--- src/tcgr_pkg.sv ---
// Shared types and constants for the text console glyph renderer.
// Holds character codes, op codes, register indexes and the control structs
// that pass between the controller and the datapath. No dependencies.
`default_nettype none

package tcgr_pkg;

  // Default build values for the top-level parameters.
  localparam int GLYPH_LINES_MAX_DEF = 16;
  localparam int FONT_CHARS_DEF      = 256;
  localparam int BYTES_PER_PIXEL_DEF = 4;

  localparam int IN_TDATA_W  = 24;
  localparam int OUT_TDATA_W = 64;
  localparam int CFG_DATA_W  = 48;
  localparam int CFG_IDX_W   = 3;

  // Operations carried in the op field.
  localparam logic [1:0] OP_PUT  = 2'd0;
  localparam logic [1:0] OP_LOAD = 2'd1;
  localparam logic [1:0] OP_HOME = 2'd2;

  // Control characters.
  localparam logic [7:0] CHAR_NUL = 8'h00;
  localparam logic [7:0] CHAR_BS  = 8'h08;
  localparam logic [7:0] CHAR_TAB = 8'h09;
  localparam logic [7:0] CHAR_NL  = 8'h0A;

  localparam logic [10:0] TAB_STEP   = 11'd4;
  localparam logic [3:0]  PIXELS_MAX = 4'd8;
  localparam logic [11:0] ROW_MAX    = 12'd4095;

  // Register indexes on the configuration port.
  localparam logic [CFG_IDX_W-1:0] CSR_FB_BASE       = 3'd0;
  localparam logic [CFG_IDX_W-1:0] CSR_LINE_PITCH    = 3'd1;
  localparam logic [CFG_IDX_W-1:0] CSR_TEXT_COLUMNS  = 3'd2;
  localparam logic [CFG_IDX_W-1:0] CSR_SCREEN_HEIGHT = 3'd3;
  localparam logic [CFG_IDX_W-1:0] CSR_GLYPH_WIDTH   = 3'd4;
  localparam logic [CFG_IDX_W-1:0] CSR_GLYPH_HEIGHT  = 3'd5;
  localparam logic [CFG_IDX_W-1:0] CSR_FG_COLOR      = 3'd6;
  localparam logic [CFG_IDX_W-1:0] CSR_BG_COLOR      = 3'd7;

  // Commands from the controller to the datapath.
  typedef struct packed {
    logic accept;   // capture the input word
    logic decode;   // apply the captured item to cursor and font store
    logic mul1;     // cell position in pixels
    logic mul2;     // line offset in bytes, visibility check
    logic prime;    // form the first row address, read the first font row
    logic emit;     // load one row into the output register
  } tcgr_cmd_t;

  // Status from the datapath to the controller.
  typedef struct packed {
    logic draw;      // the captured item draws a cell
    logic visible;   // the first glyph row lies on screen
    logic last;      // the current row is the final one of the cell
    logic out_free;  // the output register can take a row this cycle
  } tcgr_status_t;

endpackage

`default_nettype wire

--- src/tcgr_ctrl.sv ---
// Controller state machine of the text console glyph renderer.
// Sequences decode, address setup and row emission; depends on tcgr_pkg.
`default_nettype none

module tcgr_ctrl (
  input  wire logic                  clk,
  input  wire logic                  rst,
  input  wire logic                  s_tvalid,
  output logic                       s_tready,
  input  wire tcgr_pkg::tcgr_status_t status,
  output tcgr_pkg::tcgr_cmd_t        cmd
);
  import tcgr_pkg::*;

  localparam logic [2:0] S_IDLE   = 3'd0;
  localparam logic [2:0] S_DECODE = 3'd1;
  localparam logic [2:0] S_MUL1   = 3'd2;
  localparam logic [2:0] S_MUL2   = 3'd3;
  localparam logic [2:0] S_ADDR   = 3'd4;
  localparam logic [2:0] S_EMIT   = 3'd5;

  logic [2:0] state;
  logic [2:0] state_next;

  always_ff @(posedge clk) begin
    if (rst) begin
      state <= S_IDLE;
    end else begin
      state <= state_next;
    end
  end

  always_comb begin
    state_next = state;
    cmd        = '0;
    s_tready   = 1'b0;
    unique case (state)
      S_IDLE: begin
        s_tready   = 1'b1;
        cmd.accept = s_tvalid;
        if (s_tvalid) begin
          state_next = S_DECODE;
        end
      end
      S_DECODE: begin
        cmd.decode = 1'b1;
        state_next = status.draw ? S_MUL1 : S_IDLE;
      end
      S_MUL1: begin
        cmd.mul1   = 1'b1;
        state_next = S_MUL2;
      end
      S_MUL2: begin
        cmd.mul2   = 1'b1;
        state_next = S_ADDR;
      end
      S_ADDR: begin
        // A cell that starts below the screen gives no rows.
        cmd.prime  = status.visible;
        state_next = status.visible ? S_EMIT : S_IDLE;
      end
      S_EMIT: begin
        cmd.emit = status.out_free;
        if (status.out_free && status.last) begin
          state_next = S_IDLE;
        end
      end
      default: begin
        state_next = S_IDLE;
      end
    endcase
  end

endmodule

`default_nettype wire

--- config.mk ---
export PLATFORM = sky130hd
export DESIGN_NAME = tcgr_ctrl
export DESIGN_NICKNAME = d
export VERILOG_FILES = /design/src/tcgr_pkg.sv /design/src/tcgr_ctrl.sv
export SDC_FILE = /design/constraint.sdc
export NUM_CORES = 1
export LEC_CHECK = 0
export ABC_AREA = 0
export CAP_MARGIN = 20
export CORE_AREA = 2 2 39 41
export CTS_CLUSTER_SIZE = 20
export DETAILED_ROUTE_END_ITERATION = 8
export DIE_AREA = 0 0 41 43
export DONT_BUFFER_PORTS = 1
export GPL_TIMING_DRIVEN = 1
export PLACE_DENSITY = 0.3
export SLEW_MARGIN = 15
export SYNTH_ARGS = -nofsm -noshare
export SYNTH_HDL_FRONTEND = slang
export SYNTH_SLANG_ARGS = --single-unit
--- constraint.sdc ---
create_clock -name clk -period 1.35 [get_ports clk]
set_clock_uncertainty 0.15 [all_clocks]
set_input_delay 0.135 -clock clk [delete_from_list [all_inputs] [get_ports clk]]
set_output_delay 0.135 -clock clk [all_outputs]
set_load 0.005 [all_outputs]
* Yosys cells after proc, flatten, opt, wreduce, memory -nomap -nowiden
Index checks and enable logic that the tools add are counted.
** Storage, ports and cells
- Register bits after elaboration :: 3
- Word-level logic and storage cells :: 23
** Cells by class
- Equality and inequality tests :: 7
- Muxes and demuxes :: 12
- Reductions and logical operators :: 3
** Operators with widths (number)
- $pmux 3 s6 :: 1
- $mux 3 :: 3
- $mux 1 :: 7
- $eq 3x2->1 const B :: 2
- $eq 3x3->1 const B :: 2
- $ne 2x2->1 const B :: 2
- $eq 3x1->1 const B :: 1
- $logic_not 3->1 :: 1
- $mux 2 :: 1
- $reduce_and 2->1 :: 1
- $logic_and 1x1->1 :: 1

* Depth between registers and ports, before layout
- Depth after elaboration :: 3
- Depth in mapped cells :: 4
- Gate-level depth less buffers :: 3

* Worst setup path before layout
Ideal clock, no wire load.
- Kind :: register to register
- Start point :: reg state[0]
- End point :: reg state[2]
- Library setup time :: 0.086 ns
- Data arrival time :: 0.863 ns
- Required time :: 1.114 ns
- Path slack :: 0.250 ns
- Cell stages (with the launch flop) :: 5
- Buffers on the path :: 1
- Period minus slack after synthesis :: 1.100 ns
- Cell sequence :: dfxtp_1 > buf_4 > nand3_1 > o2111ai_2 > a221oi_2
** Between the ends
- Longest elaborated chain between the ends :: 3
** RTL lines
- start, declared :: line tcgr_ctrl.sv:22 : logic [2:0] state;
- start signal, assigned :: line tcgr_ctrl.sv:29 : state <= state_next;
- $eq 3x3->1 / $logic_not 3->1 (equally long branches) :: line tcgr_ctrl.sv:37 : unique case (state)
- $ne 2x2->1 (no line)
- $reduce_and 2->1 (no line)
Several ways; a longest one is shown, not always the timed one.
A chain may end at the register's enable or synchronous reset.

==> qor_table.md <==
| Group | Result | Reported |
|---|---|---|
| critical path | Data arrival time of the critical path | 1.03 ns |
| sta | Final worst-path setup slack | 0.03804 ns |
| grt | Sum of overflow across all layers after global routing | 0 |
| critical path | Critical path type | flop to primary output |
| grt | Wire length of the first global-routing pass | 759 µm |
| sta | Unrepaired setup endpoints after global routing | true |
| final layout | Max FFs per register | 3 |
| placement | Final estimated routing congestion in global placement | 0.6599 |
| floorplanning | X dimension of the die | 41 µm |
| sta | Fraction of the cycle the final worst path needs | 97.18% |
| route | Detailed-route via count | 205 |
| sta | Shortest period the worst path allows | 1.312 ns |
| route | Number of violations reported at the end of detailed-routing iteration 0 | 0 |
| sta | Tightest slew margin relative to the limit | 82.41% |
| critical path | Required time of the worst setup path | 1.07 ns |
| synthesis | Post-synthesis average cell area | 9.100 µm² |
| final layout | Final net count | 38 |
| route | Routed vias/inst | 4.457 |
| sta | Transition at the pin with the smallest max-transition slack | 0.2600 ns |
| critical path | Critical path peak fanout | 6 |
| route | Total Routed Length | 548 µm |
| synthesis | Net count after synthesis | 29 |
| placement | Post-Place Setup Slack | 0.1422 ns |
| clock tree | Clk Latency, worst-skew pair | 0.23 ns |
| critical path | Slowest cell delay on critical path | 0.36 ns |
| critical path | CP cell instances | nor3_4 > and2_4 |
| floorplanning | Initial standard-cell utilization of the core | 14.47% |
| power | Total power divided by cell area | 974.2 nW/µm² |
| route | Number of nets still failing antenna checks after routing | 0 |
| synthesis | Post-synthesis compound-gate area fraction | 23.75% |
| clock tree | Max Root-Sink Buffers | 2 |
| critical path | Critical Path Slowest Stage Cell | dfxtp_4 |
| floorplanning | Number of ports placed on the die boundary | 14 |
| clock tree | CTS buffer count | 3 |
| floorplanning | Vert. Die Dim | 43 µm |
| route | Number of iterations in the first detailed-routing pass | 1 |
| placement | Port Buffer Count | 0 |
| critical path | Worst Path Buf+Inv | 0 |
| clock tree | Clock tree from TritonCTS | built |
| clock tree | Root cell of the clock tree | clkbuf_4 |
| synthesis | Main combinational cell family by area after synthesis | simple AND/OR/NAND/NOR gates |
| synthesis | Post-synthesis cell type with the largest combined area | dfxtp_1 |
| clock tree | Deepest level of the CTS H-tree | 1 |
| floorplanning | Floorplan Core Area | 1384 µm² |
| grt | Vias in the first global route | 198 |
| synthesis | XOR/XNOR share of the synthesized area | 0% |
| synthesis | Share of the synthesized area in the top cell type | 30.00% |
| run | Max-cap check violation count | 0 |
| power | VDD IR-drop max | 0.3585 mV |
| critical path | Kind of launch point of the worst setup path | flop |
| min path | Path type of the worst min-delay path | primary input to flop |
| critical path | Dominant delay contributor by cell family on the critical path | simple AND/OR/NAND/NOR gates |
| floorplanning | Total Die Area | 1763 µm² |
| synthesis | Share of synthesized area occupied by flip-flops and latches | 30.00% |
| final layout | Top library cells by usage in the layout, fill and taps aside | 3 x inv_1, 3 x clkbuf_4, 3 x dlygate4sd3_1 |
| final layout | Layout cells sized above 1 | 53.33% |
| final layout | Register with the most flip-flops | state |
| power | Portion of total power attributed to combinational logic | 15.4% |
| power | Internal power summed over all cells | 0.0002295 W |
| sta | Final-report setup violation count | 0 |
| power | Net switching component of the power | 0.00007526 W |
| final layout | Share of the core filled with cells | 22.60% |
| sta | Peak Freq | 762.2 MHz |
| power | Clock group share of total power | 51.2% |
| sta | Final count of hold timing violations | 0 |
| synthesis | Share of synthesized cell area in and, or, nand and nor gates | 36.88% |
| power | Pleak | 0.1157 nW |
| critical path | Worst setup EP type | primary output |
| sta | Max-slew violation count | 0 |
| synthesis | Post-synthesis mux area share | 0% |
| grt | Largest net degree at the start of global routing | 10 |
| final layout | Largest registers | state: 3 flops |
| clock tree | CTS sink cnt | 3 |
| synthesis | Adder-Cell Fraction of Synth Area | 0% |
| placement | Estimated wirelength of the detail-placed design | 405.6 µm |
| synthesis | Ys Warns | 0 |
| route | Number of remaining DRC errors | 0 |
| synthesis | Leading cell types by total area after synthesis | dfxtp_1 30%, a221oi_2 7.5%, o2111ai_2 7.5% |
| final layout | Antenna cell count | 0 |
| grt | Overall global routing resource usage | 6.827% |
| power | Switching share of total power | 24.70% |
| final layout | P&R area growth vs syn | 56.25% |
| route | Routed wire per std cell | 11.91 µm |
| run status | Outcome | complete, no violations |
| power | Sequential power share | 33.4% |
| floorplanning | FP Rows | 14 |
| synthesis | Area of the mapped netlist | 200.2 µm² |
| grt | Antenna violations before repair | 0 |
| synthesis | Post-synthesis cell count | 22 |
| synthesis | Distinct cell type count after synthesis | 17 |
| clock tree | Worst-path clk slew | 0.04 ns |
| synthesis | Number of flip-flops and latches in the synthesized netlist | 3 |
per-layer routing:
layer  routed length (µm)  track usage, %  up-vias  part of all wire [%]
li1                     -               -       98                     -
met1                  205           6.431       98                    37
met2                  282           10.00        9                    51
met3                   59           5.236        0                    11
met4                    0           4.000        0                     0
met5                    0               0        -                     0
worst paths after layout:
check | startpoint | cells after the start | to | slack [ns]
max | state[0] | 2 | cmd[5] | 0.04
min | status[2] | 2 | state[0] | 0.05
max reg2reg | state[0] | 4 | state[2] | 0.11
min reg2reg | state[2] | 2 | state[0] | 0.44
synth_stat cells:
library cell and count:
a21oi_1 1, a221oi_2 1, a22oi_1 1, and2_1 1, and4_2 1, buf_4 1, dfxtp_1 3, inv_1 3
nand3_1 1, nand3b_1 1, nor2_1 2, nor3_1 1, nor3_2 1, nor3b_2 1, nor4bb_1 1, o2111ai_2 1
o21ai_0 1
stage by stage:
| step | setup TNS [ns] | hold slack [ns] | cells | area [µm²] | total power (W) |
|---|---|---|---|---|---|
| after floorplan | 0 | 0.05125 | 22 | 200.2 | 0.0001267 |
| after detailed placement | 0 | 0.05907 | 37 | 212.7 | 0.0001298 |
| final | 0 | 0.05041 | 46 | 312.8 | 0.0003047 |
| after global placement | 0 | 0.05879 | 37 | 212.7 | 0.0001293 |
| after CTS | 0 | 0.05074 | 44 | 285.3 | 0.0003078 |
| after global routing | -0.008936 | 0.08220 | 46 | 312.8 | 0.0003284 |
final cells by class:
cell class | instances | area [µm²]
Multi-Input combinational cell | 15 | 141.4
Tap cell | 16 | 20.02
Timing Repair Buffer | 5 | 45.04
Inverter | 3 | 11.26
Sequential cell | 3 | 68.82
Fill cell | 154 | 1071
Clock buffer | 4 | 26.28
power by group through the flow:
stage	clock network (W)	logic [W]	registers (W)
CTS	0.000166	0.0000362	0.000106
finish	0.000156	0.0000471	0.000102
floorplan	0	0.0000287	0.0000980
global route	0.000174	0.0000514	0.000103
global placement	0	0.0000254	0.000104
detailed placement	0	0.0000257	0.000104
what timing repair did:
item | in CTS | in global routing
pin swaps | 0 | 2
endpoints found under the hold margin | 3 | 0
endpoints found under the setup margin | 3 | 2
gates resized for setup | 5 | 4
buffers inserted | 0 | 2
hold buffers | 3 | 0
kinds of logic (layout without fill, tap and decap cells):
| kind of cell | count (synthesis) | after routing |
|---|---|---|
| and+or+nand+nor | 10 | 10 |
| buffers and inverters | 4 | 12 |
| AOI/OAI and AO/OA | 5 | 5 |
| DFF | 3 | 3 |
Note: power is estimated with default switching activity, not from simulation.
